[src/hdl/dwpi_pkg.sv]
// shared types, constants and helpers for the dual wheel pi speed drive
`default_nettype none
package dwpi_pkg;

   localparam int SPEED_W  = 16;   // signed Q11.4 speeds and targets
   localparam int GAIN_W   = 16;   // unsigned Q8.8 gains
   localparam int ERR_W    = 11;   // clamped error, +-800 in Q.4
   localparam int PROD_W   = 28;   // gain * error
   localparam int INC_W    = PROD_W - 8;
   localparam int INTEG_W  = 15;   // integral, +-9600 in Q.4
   localparam int SUM_W    = 21;
   localparam int DRIVE_W  = 17;   // drive, holds up to +-65535
   localparam int DEBUG_W  = 12;
   localparam int CMP_W    = 10;
   localparam int CSR_IDX_W  = 3;
   localparam int CSR_DATA_W = 16;

   localparam logic signed [ERR_W-1:0]   ERR_LIMIT   = 11'sd800;
   localparam logic signed [SUM_W-1:0]   INTEG_LIMIT = 21'sd9600;
   localparam logic        [CMP_W-1:0]   BRAKE_LEVEL = 10'd1000;

   localparam logic [1:0] MODE_DEBUG = 2'd0;
   localparam logic [1:0] MODE_SPEED = 2'd1;
   localparam logic [1:0] MODE_ZERO  = 2'd2;

   typedef enum logic [CSR_IDX_W-1:0] {
      CSR_CTRL_MODE    = 3'd0,
      CSR_PROP_GAIN    = 3'd1,
      CSR_INTEG_GAIN   = 3'd2,
      CSR_LEFT_TARGET  = 3'd3,
      CSR_RIGHT_TARGET = 3'd4,
      CSR_DEBUG_DRIVE  = 3'd5,
      CSR_LEFT_DIR     = 3'd6,
      CSR_RIGHT_DIR    = 3'd7
   } csr_index_type;

   typedef struct packed {
      logic [GAIN_W-1:0] prop;
      logic [GAIN_W-1:0] integ;
   } pi_gain_type;

   typedef struct packed {
      logic [CMP_W-1:0] cmp_a;
      logic [CMP_W-1:0] cmp_b;
   } bridge_cmp_type;

   function automatic logic signed [DRIVE_W-1:0] clamp_drive(
      input logic signed [DRIVE_W-1:0] x,
      input logic signed [DRIVE_W-1:0] lim
   );
      logic signed [DRIVE_W-1:0] r;
      if (x > lim) begin
         r = lim;
      end else if (x < -lim) begin
         r = -lim;
      end else begin
         r = x;
      end
      return r;
   endfunction

endpackage
`default_nettype wire

[src/hdl/dwpi_pi_loop.sv]
// one wheel pi loop: error clamp, clamped integral, clamped drive
`default_nettype none
module dwpi_pi_loop
   import dwpi_pkg::*;
#(
   parameter int DRIVE_LIMIT = 999
) (
   input  wire logic                        clock,
   input  wire logic                        reset,
   input  wire logic                        update,
   input  wire pi_gain_type                 gains,
   input  wire logic signed [SPEED_W-1:0]   target,
   input  wire logic signed [SPEED_W-1:0]   meas,
   output      logic signed [DRIVE_W-1:0]   drive
);

   localparam logic signed [DRIVE_W-1:0] LIMIT = DRIVE_W'(DRIVE_LIMIT);

   logic signed [INTEG_W-1:0] integ_ff, integ_in;
   logic signed [DRIVE_W-1:0] drive_ff, drive_in;

   logic signed [SPEED_W:0]   err_raw;
   logic signed [ERR_W-1:0]   err;
   logic signed [PROD_W-1:0]  prod_i, prod_p;
   logic signed [SUM_W-1:0]   acc_sum, acc_clamped, out_sum, out_adj;
   logic signed [DRIVE_W-1:0] quot;

   always_comb begin
      err_raw = {target[SPEED_W-1], target} - {meas[SPEED_W-1], meas};
      if (err_raw > (SPEED_W+1)'(ERR_LIMIT)) begin
         err = ERR_LIMIT;
      end else if (err_raw < -(SPEED_W+1)'(ERR_LIMIT)) begin
         err = -ERR_LIMIT;
      end else begin
         err = err_raw[ERR_W-1:0];
      end

      prod_i = PROD_W'($signed({1'b0, gains.integ})) * PROD_W'(err);
      prod_p = PROD_W'($signed({1'b0, gains.prop})) * PROD_W'(err);

      // dropping 8 low bits floors toward minus infinity
      acc_sum = SUM_W'(integ_ff) + SUM_W'($signed(prod_i[PROD_W-1:8]));
      if (acc_sum > INTEG_LIMIT) begin
         acc_clamped = INTEG_LIMIT;
      end else if (acc_sum < -INTEG_LIMIT) begin
         acc_clamped = -INTEG_LIMIT;
      end else begin
         acc_clamped = acc_sum;
      end
      integ_in = acc_clamped[INTEG_W-1:0];

      out_sum = acc_clamped + SUM_W'($signed(prod_p[PROD_W-1:8]));
      // divide by 16 toward zero
      out_adj = out_sum + (out_sum[SUM_W-1] ? SUM_W'(15) : SUM_W'(0));
      quot    = out_adj[SUM_W-1:4];
      drive_in = clamp_drive(quot, LIMIT);
   end

   always_ff @(posedge clock) begin
      if (reset) begin
         integ_ff <= '0;
         drive_ff <= '0;
      end else if (update) begin
         integ_ff <= integ_in;
         drive_ff <= drive_in;
      end
   end

   // a fresh update is shown on the same tick
   assign drive = update ? drive_in : drive_ff;

endmodule
`default_nettype wire

[src/hdl/dwpi_bridge_map.sv]
// maps a signed wheel drive and polarity onto two h-bridge compare values
`default_nettype none
module dwpi_bridge_map
   import dwpi_pkg::*;
(
   input  wire logic signed [DRIVE_W-1:0] drive,
   input  wire logic                      pos_on_a,
   output      bridge_cmp_type            cmp
);

   logic [DRIVE_W-1:0] mag;
   logic               on_a;

   always_comb begin
      mag  = drive[DRIVE_W-1] ? DRIVE_W'(-drive) : DRIVE_W'(drive);
      on_a = drive[DRIVE_W-1] ? !pos_on_a : pos_on_a;
      cmp.cmp_a = on_a ? mag[CMP_W-1:0] : '0;
      cmp.cmp_b = on_a ? '0 : mag[CMP_W-1:0];
   end

endmodule
`default_nettype wire

[src/hdl/dual_wheel_pi_speed_hbridge_drive.sv]
// top level of the dual wheel pi speed controller with h-bridge compare outputs
`default_nettype none
// Each req word is one control tick: measured left and right wheel speeds
// (signed Q11.4) and a lock flag. Each tick gives exactly one rsp word with
// four h-bridge compare values and a braking flag. In speed mode (ctrl_mode 1)
// every TICK_DIVIDE-th tick runs both pi loops, and the new drives go out on
// that same tick; debug mode drives both wheels with debug_drive clamped to
// +-DRIVE_LIMIT, other modes drive zero. A locked tick forces all four
// compare values to 1000 and sets braking, while the pi loops still update.
// Throughput is one word per clock while rsp_tready is high: a word sits in
// the input register, the whole pi update and bridge mapping settle into
// the result register, which drives rsp_tvalid. The input register keeps
// taking words while a result waits as long as the result register drains
// on the same edge. Configuration is to be written by the user through the
// csr port only while no tick is in flight; the block does not enforce it.
module dual_wheel_pi_speed_hbridge_drive
   import dwpi_pkg::*;
#(
   parameter int TICK_DIVIDE = 2,
   parameter int DRIVE_LIMIT = 999
) (
   input  wire logic                  clock,
   input  wire logic                  reset,
   // tick input
   input  wire logic                  req_tvalid,
   output      logic                  req_tready,
   input  wire logic [31:0]           req_tdata,   // left_speed, right_speed
   input  wire logic                  req_tuser,   // locked
   // result output
   output      logic                  rsp_tvalid,
   input  wire logic                  rsp_tready,
   output      logic [39:0]           rsp_tdata,   // right_cmp_a, right_cmp_b,
                                                   // left_cmp_a, left_cmp_b
   output      logic                  rsp_tuser,   // braking
   // register writes
   input  wire logic                  csr_valid,
   output      logic                  csr_ready,
   input  wire logic [CSR_IDX_W-1:0]  csr_index,
   input  wire logic [CSR_DATA_W-1:0] csr_data
);

   localparam int PHASE_W = (TICK_DIVIDE > 1) ? $clog2(TICK_DIVIDE) : 1;
   localparam logic [PHASE_W-1:0] PHASE_LAST = PHASE_W'(TICK_DIVIDE - 1);
   localparam logic signed [DRIVE_W-1:0] LIMIT = DRIVE_W'(DRIVE_LIMIT);

   // configuration registers
   logic [1:0]                 mode_ff;
   pi_gain_type                gains_ff;
   logic signed [SPEED_W-1:0]  left_target_ff, right_target_ff;
   logic signed [DEBUG_W-1:0]  debug_drive_ff;
   logic                       left_dir_ff, right_dir_ff;

   // input register
   logic                       in_valid_ff, in_valid_in;
   logic signed [SPEED_W-1:0]  in_left_ff, in_right_ff;
   logic                       in_lock_ff;

   // result register
   logic                       rsp_valid_ff, rsp_valid_in;
   logic [39:0]                rsp_data_ff;
   logic                       rsp_brake_ff;

   logic [PHASE_W-1:0]         phase_ff, phase_in;

   logic                       advance, speed_tick, pi_update;
   logic signed [DRIVE_W-1:0]  left_pi, right_pi, left_drv, right_drv, dbg_drv;
   bridge_cmp_type             left_cmp, right_cmp;
   logic [39:0]                data_in;

   assign csr_ready = 1'b1;

   always_ff @(posedge clock) begin
      if (reset) begin
         mode_ff         <= MODE_SPEED;
         gains_ff        <= '0;
         left_target_ff  <= '0;
         right_target_ff <= '0;
         debug_drive_ff  <= '0;
         left_dir_ff     <= 1'b0;
         right_dir_ff    <= 1'b0;
      end else if (csr_valid) begin
         case (csr_index_type'(csr_index))
            CSR_CTRL_MODE:    mode_ff         <= csr_data[1:0];
            CSR_PROP_GAIN:    gains_ff.prop   <= csr_data;
            CSR_INTEG_GAIN:   gains_ff.integ  <= csr_data;
            CSR_LEFT_TARGET:  left_target_ff  <= csr_data;
            CSR_RIGHT_TARGET: right_target_ff <= csr_data;
            CSR_DEBUG_DRIVE:  debug_drive_ff  <= csr_data[DEBUG_W-1:0];
            CSR_LEFT_DIR:     left_dir_ff     <= csr_data[0];
            CSR_RIGHT_DIR:    right_dir_ff    <= csr_data[0];
            default: ;
         endcase
      end
   end

   // a tick moves on when the result register is free or draining
   assign advance     = in_valid_ff && (!rsp_valid_ff || rsp_tready);
   assign req_tready  = !in_valid_ff || advance;
   assign in_valid_in = (req_tvalid && req_tready) || (in_valid_ff && !advance);

   // tick divider, held outside speed mode
   assign speed_tick = advance && (mode_ff == MODE_SPEED);
   assign pi_update  = speed_tick && (phase_ff == PHASE_LAST);
   always_comb begin
      phase_in = phase_ff;
      if (speed_tick) begin
         phase_in = pi_update ? '0 : phase_ff + PHASE_W'(1);
      end
   end

   dwpi_pi_loop #(.DRIVE_LIMIT(DRIVE_LIMIT)) u_left_loop (
      .clock  (clock),
      .reset  (reset),
      .update (pi_update),
      .gains  (gains_ff),
      .target (left_target_ff),
      .meas   (in_left_ff),
      .drive  (left_pi)
   );

   dwpi_pi_loop #(.DRIVE_LIMIT(DRIVE_LIMIT)) u_right_loop (
      .clock  (clock),
      .reset  (reset),
      .update (pi_update),
      .gains  (gains_ff),
      .target (right_target_ff),
      .meas   (in_right_ff),
      .drive  (right_pi)
   );

   // drive selection by mode, mode three acts as zero drive
   always_comb begin
      dbg_drv = clamp_drive(DRIVE_W'(debug_drive_ff), LIMIT);
      case (mode_ff)
         MODE_DEBUG: begin
            left_drv  = dbg_drv;
            right_drv = dbg_drv;
         end
         MODE_SPEED: begin
            left_drv  = left_pi;
            right_drv = right_pi;
         end
         default: begin
            left_drv  = '0;
            right_drv = '0;
         end
      endcase
   end

   dwpi_bridge_map u_right_map (
      .drive    (right_drv),
      .pos_on_a (right_dir_ff),
      .cmp      (right_cmp)
   );

   dwpi_bridge_map u_left_map (
      .drive    (left_drv),
      .pos_on_a (!left_dir_ff),
      .cmp      (left_cmp)
   );

   always_comb begin
      if (in_lock_ff) begin
         data_in = {BRAKE_LEVEL, BRAKE_LEVEL, BRAKE_LEVEL, BRAKE_LEVEL};
      end else begin
         data_in = {left_cmp.cmp_b, left_cmp.cmp_a, right_cmp.cmp_b, right_cmp.cmp_a};
      end
   end

   assign rsp_valid_in = advance || (rsp_valid_ff && !rsp_tready);

   always_ff @(posedge clock) begin
      if (reset) begin
         in_valid_ff  <= 1'b0;
         rsp_valid_ff <= 1'b0;
         phase_ff     <= '0;
      end else begin
         in_valid_ff  <= in_valid_in;
         rsp_valid_ff <= rsp_valid_in;
         phase_ff     <= phase_in;
      end
   end

   // payload registers
   always_ff @(posedge clock) begin
      if (req_tvalid && req_tready) begin
         in_left_ff  <= req_tdata[15:0];
         in_right_ff <= req_tdata[31:16];
         in_lock_ff  <= req_tuser;
      end
      if (advance) begin
         rsp_data_ff  <= data_in;
         rsp_brake_ff <= in_lock_ff;
      end
   end

   assign rsp_tvalid = rsp_valid_ff;
   assign rsp_tdata  = rsp_data_ff;
   assign rsp_tuser  = rsp_brake_ff;

endmodule
`default_nettype wire

[config.mk]
export PLATFORM = sky130hd
export DESIGN_NAME = dual_wheel_pi_speed_hbridge_drive
export DESIGN_NICKNAME = d
export VERILOG_FILES = /design/src/hdl/dwpi_pkg.sv /design/src/hdl/dwpi_pi_loop.sv /design/src/hdl/dwpi_bridge_map.sv /design/src/hdl/dual_wheel_pi_speed_hbridge_drive.sv
export SDC_FILE = /design/constraint.sdc
export NUM_CORES = 2
export LEC_CHECK = 0
export BUFFER_PORTS_ARGS = -buffer_cell sky130_fd_sc_hd__clkbuf_2
export CORE_UTILIZATION = 33
export CTS_CLUSTER_SIZE = 20
export DETAILED_ROUTE_END_ITERATION = 16
export PLACE_DENSITY_LB_ADDON = 0.05
export SKIP_CTS_REPAIR_TIMING = 1
export SLEW_MARGIN = 20
export SYNTH_ARGS = -nofsm -noshare
export SYNTH_HDL_FRONTEND = slang
export SYNTH_SLANG_ARGS = --single-unit
[constraint.sdc]
create_clock -name clock -period 19.7 [get_ports clock]
set_input_delay 3.94 -clock clock [delete_from_list [all_inputs] [get_ports clock]]
set_output_delay 3.94 -clock clock [all_outputs]
set_load 0.05 [all_outputs]
* Yosys cells after proc, flatten, opt, wreduce, memory -nomap -nowiden
Cells that the tools add are included.
Operators by class: mux-type cells 29, order comparisons 14, $add $sub $neg 11, reductions and logical operators 30, equality and inequality tests 8, bitwise operators 2, multipliers 4
Operators by type and width (number):
- $mux 17 | 8
- $mul 17x11->28 | 4
- $mux 21 | 4
- $gt 17x11->1 const B | 4
- $lt 17x11->1 const B | 4
- $pmux 17 s2 | 2
- $mux 10 | 6
- $mux 11 | 4
- $add 15x20->21 | 2
- $add 21x20->21 | 2
- $add 21x21->21 | 2
- $gt 21x15->1 const B | 2
- $lt 21x15->1 const B | 2
- $sub 16x16->17 | 2
- $neg 10->10 | 2
- $reduce_and 2->1 | 8
- $eq 3x3->1 const B | 4
- $gt 12x11->1 const B | 1
- $lt 12x11->1 const B | 1
- $mux 4 | 2
- $reduce_or 2->1 | 4
- $eq 3x2->1 const B | 2
- $logic_and 1x1->1 | 6
- $logic_not 1->1 | 6
- 8 further kinds | 14
Storage, ports and cells: output and inout bits 44, word-level logic and storage cells 122, input port bits 57, register bits after elaboration 221

* Logic depth before layout (Yosys ltp)
depth in word-level cells 20, depth in mapped cells 99, mapped depth without buffers 94

* Modules after synthesis
From an unflattened synthesis, not the netlist that was laid out.
Unflattened totals: cells, all modules 4816, area, all modules 40656.5 sq um
Modules (own cells, without submodules):
- dwpi_pi_loop (u_right_loop) | times used 1, sequential area each 640.6 sq um, cells each 2046, area each 16876.2 sq um
- dwpi_pi_loop (u_left_loop) | times used 1, sequential area each 640.6 sq um, cells each 2027, area each 16599.7 sq um
- dual_wheel_pi_speed_hbridge_drive | times used 1, sequential area each 3883.7 sq um, cells each 601, area each 6257.3 sq um
- dwpi_bridge_map | times used 2, sequential area each 0.0 sq um, cells each 71, area each 461.7 sq um

* Worst setup path before layout
OpenSTA, ideal clock, no wires.
path type reg2reg, start reg in_left_ff[1], end reg rsp_data_ff[38], in the netlist rsp_tdata[38], data pin, arrival time 18665 ps, clock period less this slack 18926 ps, stages on the path, launching flop included 94, slack 774 ps, data required time 19439 ps, library setup time 261 ps, buffers on the path 5, cell sequence edfxtp_1 inv_1 ha_1 nor2b_1 o21ai_0 a21boi_0 o21ai_0 a21boi_0 o21ai_0 a21boi_0 o21ai_0 a21boi_0 o21ai_0 a21boi_0 o21ai_0 a21boi_0 o21ai_0 a21boi_0 [58 not listed] nand4_1 or4_1 clkbuf_1 a211oi_2 inv_1 nor2_1 xnor2_1 ha_1 clkbuf_1 nor4_1 o31ai_1 inv_1 ha_1 a21bo_2 nor2_1 nand3_1 xnor2_1 a221o_1
On the way: cells in the longest elaborated chain, start to end 20, elaborated cells between the ends (all ways) 25, classes of those cells add/sub: 5; mul: 2; order compare: 6; mux: 12
Ends and longest elaborated chain:
- from (decl) | line dual_wheel_pi_speed_hbridge_drive.sv:55 | logic signed [SPEED_W-1:0] in_left_ff, in_right_ff;
- from (signal assigned) | line dual_wheel_pi_speed_hbridge_drive.sv:187 | in_left_ff <= req_tdata[15:0];
- $sub 16x16->17 * | line dwpi_pi_loop.sv:29 | err_raw = {target[SPEED_W-1], target} - {meas[SPEED_W-1], meas};
- $lt 17x11->1 | line dwpi_pi_loop.sv:32 | end else if (err_raw < -(SPEED_W+1)'(ERR_LIMIT)) begin
- $mux 11 | line dwpi_pi_loop.sv:32
- $mux 11 * | line dwpi_pi_loop.sv:30 | if (err_raw > (SPEED_W+1)'(ERR_LIMIT)) begin
- $mul 17x11->28 * | line dwpi_pi_loop.sv:38 | prod_i = PROD_W'($signed({1'b0, gains.integ})) * PROD_W'(err);
- $add 15x20->21 * | line dwpi_pi_loop.sv:42 | acc_sum = SUM_W'(integ_ff) + SUM_W'($signed(prod_i[PROD_W-1:8]));
- $lt 21x15->1 | line dwpi_pi_loop.sv:45 | end else if (acc_sum < -INTEG_LIMIT) begin
- $mux 21 | line dwpi_pi_loop.sv:45
- [1 not listed]
- via u_left_loop.acc_clamped[0] | line dwpi_pi_loop.sv:25 | logic signed [SUM_W-1:0] acc_sum, acc_clamped, out_sum, out_adj;
- [3 not listed]
- $lt 17x11->1 | line dwpi_pkg.sv:54 | end else if (x < -lim) begin
- $mux 17 | line dwpi_pkg.sv:54
- $mux 17 * | line dwpi_pkg.sv:52 | if (x > lim) begin
- $mux 17 * | line dwpi_pi_loop.sv:70 | assign drive = update ? drive_in : drive_ff;
- $pmux 17 s2 * | line dual_wheel_pi_speed_hbridge_drive.sv:134 | case (mode_ff)
- $neg 10->10 | line dwpi_bridge_map.sv:15 | mag = drive[DRIVE_W-1] ? DRIVE_W'(-drive) : DRIVE_W'(drive);
- $mux 10 | line dwpi_bridge_map.sv:15
- $mux 10 * | line dwpi_bridge_map.sv:18 | cmp.cmp_b = on_a ? '0 : mag[CMP_W-1:0];
- to (signal assigned) | line dual_wheel_pi_speed_hbridge_drive.sv:192 | rsp_data_ff <= data_in;
- to (decl) | line dual_wheel_pi_speed_hbridge_drive.sv:60 | logic [39:0] rsp_data_ff;
Mark *: on every way through the listed nets, which the timed path passes. The rest lies on a longest branch. A chain may end at the register's enable or synchronous reset.

* Worst setup path in the final report
start reg in_left_ff[0], end reg rsp_data_ff[38], in the netlist rsp_tdata[38], data pin
The elaborated chain is that of the path after synthesis.

==> run metrics <==
skew final=around 45 ps; final count of pins violating max slew=0; routed wl met2=~54000 um; r2r startpoint=in_left_ff[0]$_DFFE_PP_; DRT Pass-1 Iters=5; Layout area overhead=10.8%; Die W=~340 um; Crit Path Max Fanout=10; Clock Path Buffers=3; Clock Power Share=0.242; wire length on met3=roughly 5700 um; H-tree depth=1; Final ANT Viol Nets=0; die height=about 340 um; clock slew at reported path FFs=~60 ps; Syn Nets=about 5500; Pwr Total=roughly 2.4 mW; Post-DP Area=0.0404 sq mm; final WL=120000 um; Via density=4.95; setup ws final=between 1000 and 1500 ps; Setup TNS=0 ps; Worst EP arrival=~19000 ps; sequential area share after synthesis=0.130; vias in the first global route=between 30000 and 40000; Min-Delay Path Class=flop to flop; Netlist cell types=around 110; Seq cells post-synth=209; ratio of cells with drive above 1 in the final layout=0.0905; critical path data required time=roughly 20000 ps; CP max stage cell=or4_4; die area=0.117 sq mm; Crit. Startpoint=in_left_ff[0]$_DFFE_PP_; Post-layout nets=approximately 5600; post-synth top area cell=fa_1; total internal power=approximately 1.3 mW; total gr overflow=0; num rows=about 120; Hold Violations, Final=0; asr flop ratio synth=0; initial antenna violation count=8; Worst path max stage delay=about 600 ps; DR WL/cell=~20 um; utilization after layout=0.369; total number of vias=roughly 30000; global placer's final weighted congestion=roughly 0.83; Max Cap Viol=0; Synth area leaders=fa_1 (26%), ha_1 (15%), dfxtp_1 (7.1%); Slew HR=0.281; P_sw=1.12 mW; GRT Total Usage=0.209; IO buf count=between 90 and 100; Setup crit start kind=flop; TritonCTS Buffers=28; CORE AREA=roughly 0.11 sq mm; CP dominant cell by count=ha_1; WS Path Type=flop to flop; first-pass GRT wire length=between 150000 and 200000 um; Post-synth EDFFs=74; Lkg Pwr=19.7 nW; sequential group share of total power=0.196; Primary FF master, synth=dfxtp_1; Post-Syn Area=between 0.03 and 0.04 sq mm; pre-CTS setup slack=-1050 ps; fin crit share=0.938; Final Cell Area=~0.042 sq mm; wl on met1=around 59000 um; Initial DRC Count=1697; actual slew at the worst max-slew pin=1080 ps; switching fraction of total power=0.463; Cells after DPL=a little over 6000; Layout Cells excl Fill=6123; largest net degree at the start of global routing=56; clk_lat worst skew=around 630 ps; CTS tree=yes; Logic pwr share=0.563; dpl hpwl=between 90000 and 100000 um; pwr/cell area=approximately 58 mW/mm^2; fmax=~54 MHz; hold slack=about 450 ps; area share of the largest cell type after synthesis=0.264; Root Buffer=clkbuf_16; average cell area after synthesis=~8.4 sq um; Post-Synthesis Cells=roughly 4500; maximum VDD drop=slightly above 0.07 mV; residual DRC count=0; initial core utilization=0.333; CP Capture Type=flop; hold path start=left_target_ff[0]$_SDFFE_PP0P_; Setup-failing EPs final=0; outcome=finished, final reports clean; Synth Warn #=0; Top Ports=slightly above 100; highest routed layer=met4; min Tclk post-route=18470 ps; CTS sink cnt=209
[path summary, 6_finish.rpt]
kind                                     to  slack (ps)  cells after the start
max             rsp_tdata[38]$_SDFFCE_PP1P_        1230                     87
min          left_target_ff[0]$_SDFFE_PP0P_         450                      2
max reg2reg     rsp_tdata[38]$_SDFFCE_PP1P_        1230                     87
min reg2reg  left_target_ff[0]$_SDFFE_PP0P_         450                      2
[power groups by stage]
stage / Sequential [mW] / Clock (mW) / Combinational (mW)
2_1_floorplan: 0.493 / 0 / 0.914
3_3_place_gp: 0.485 / 0 / 1.33
3_5_place_dp: 0.485 / 0 / 1.32
4_1_cts: 0.476 / 0.609 / 1.33
5_1_grt: 0.477 / 0.619 / 1.52
6_report: 0.475 / 0.588 / 1.37
[routing by layer]
layer | vias to the layer above | GRT usage
met2 | 529 | 0.333
met5 | - | 0
met1 | 15000 | 0.301
li1 | 14700 | -
met4 | 0 | 0.0372
met3 | 83 | 0.0289
[cells by family after synthesis]
logic type,Yosys count,synth area share
AOI/OAI and AO/OA,708,0.124
DFF,209,0.130
adders and majority gates,947,0.411
and+or+nand+nor,1571,0.200
other,1,0.0000987
muxes,7,0.00198
xor gates and xnor gates,175,0.0409
buffers and inverters,925,0.0922
[registers in the layout, indices dropped and copies added (netlist names)]
register	cells
rsp_tdata	40
gains_ff	32
in_left_ff	16
in_right_ff	16
left_target_ff	16
right_target_ff	16
u_left_loop.integ_ff	15
u_right_loop.integ_ff	15
debug_drive_ff	12
u_left_loop.drive_ff	11
u_right_loop.drive_ff	11
mode_ff	2
in_lock_ff	1
in_valid_ff	1
left_dir_ff	1
phase_ff	1
right_dir_ff	1
rsp_tuser	1
rsp_tvalid	1
[cell usage after synthesis, drive strengths merged, types with 7 or more instances]
master and number:
o31ai 14, edfxtp 74, xor2 68, nand4 24
or2 14, a31o 9, o311ai 7, buf 22
and3 22, and2 329, dfxtp 135, nand2 628
nor2b 43, clkbuf 182, a41oi 9, a211oi 29
and4 11, o211ai 12, nor3b 19, ha 445
inv 720, o21ai 136, a21oi 240, nand2b 65
nor4 14, nand3 39, a31oi 20, o41ai 8
a21o 54, a211o 8, a21boi 31, fa 502
o21bai 31, o21a 33, nor2 257, xnor2 106
or3 18, nor3 69
[critical path: cells and delay by family (launching register included)]
kind,cells,cell delay [ps]
xor+xnor,5,810
compound gates,42,7760
simple gates,18,3720
flops,1,390
fa+ha+maj,14,4630
buf+inv,8,900
[layout by cell type (no fill, tap or decap), types with 19 or more instances in the layout]
| master | n |
|---|---|
| inv_1 | 718 |
| nand2_1 | 627 |
| fa_1 | 502 |
| ha_1 | 440 |
| and2_1 | 327 |
| nor2_1 | 240 |
| a21oi_1 | 213 |
| dfxtp_1 | 134 |
| buf_4 | 113 |
| o21ai_0 | 102 |
| xnor2_1 | 101 |
| clkbuf_2 | 98 |
| edfxtp_1 | 74 |
| nor3_1 | 67 |
| xor2_1 | 67 |
| nand2b_1 | 64 |
| a21o_1 | 54 |
| nor2b_1 | 43 |
| nand3_1 | 39 |
| o21a_1 | 33 |
| o21ai_1 | 28 |
| clkbuf_16 | 28 |
| o21bai_1 | 26 |
| nand4_1 | 23 |
| and3_1 | 22 |
| a21oi_2 | 20 |
| a211oi_1 | 19 |
[layout make-up]
type	instances	area, sq um
diodes	3	7.51
clock buffers	31	732
clock inverters	21	307
fillers	12100	72100
inverters	721	2710
multi-input cells	3409	30100
flip-flops and latches	209	4930
well taps	1512	1890
repair buffers	217	1430
(Power assumes the default switching activity.)
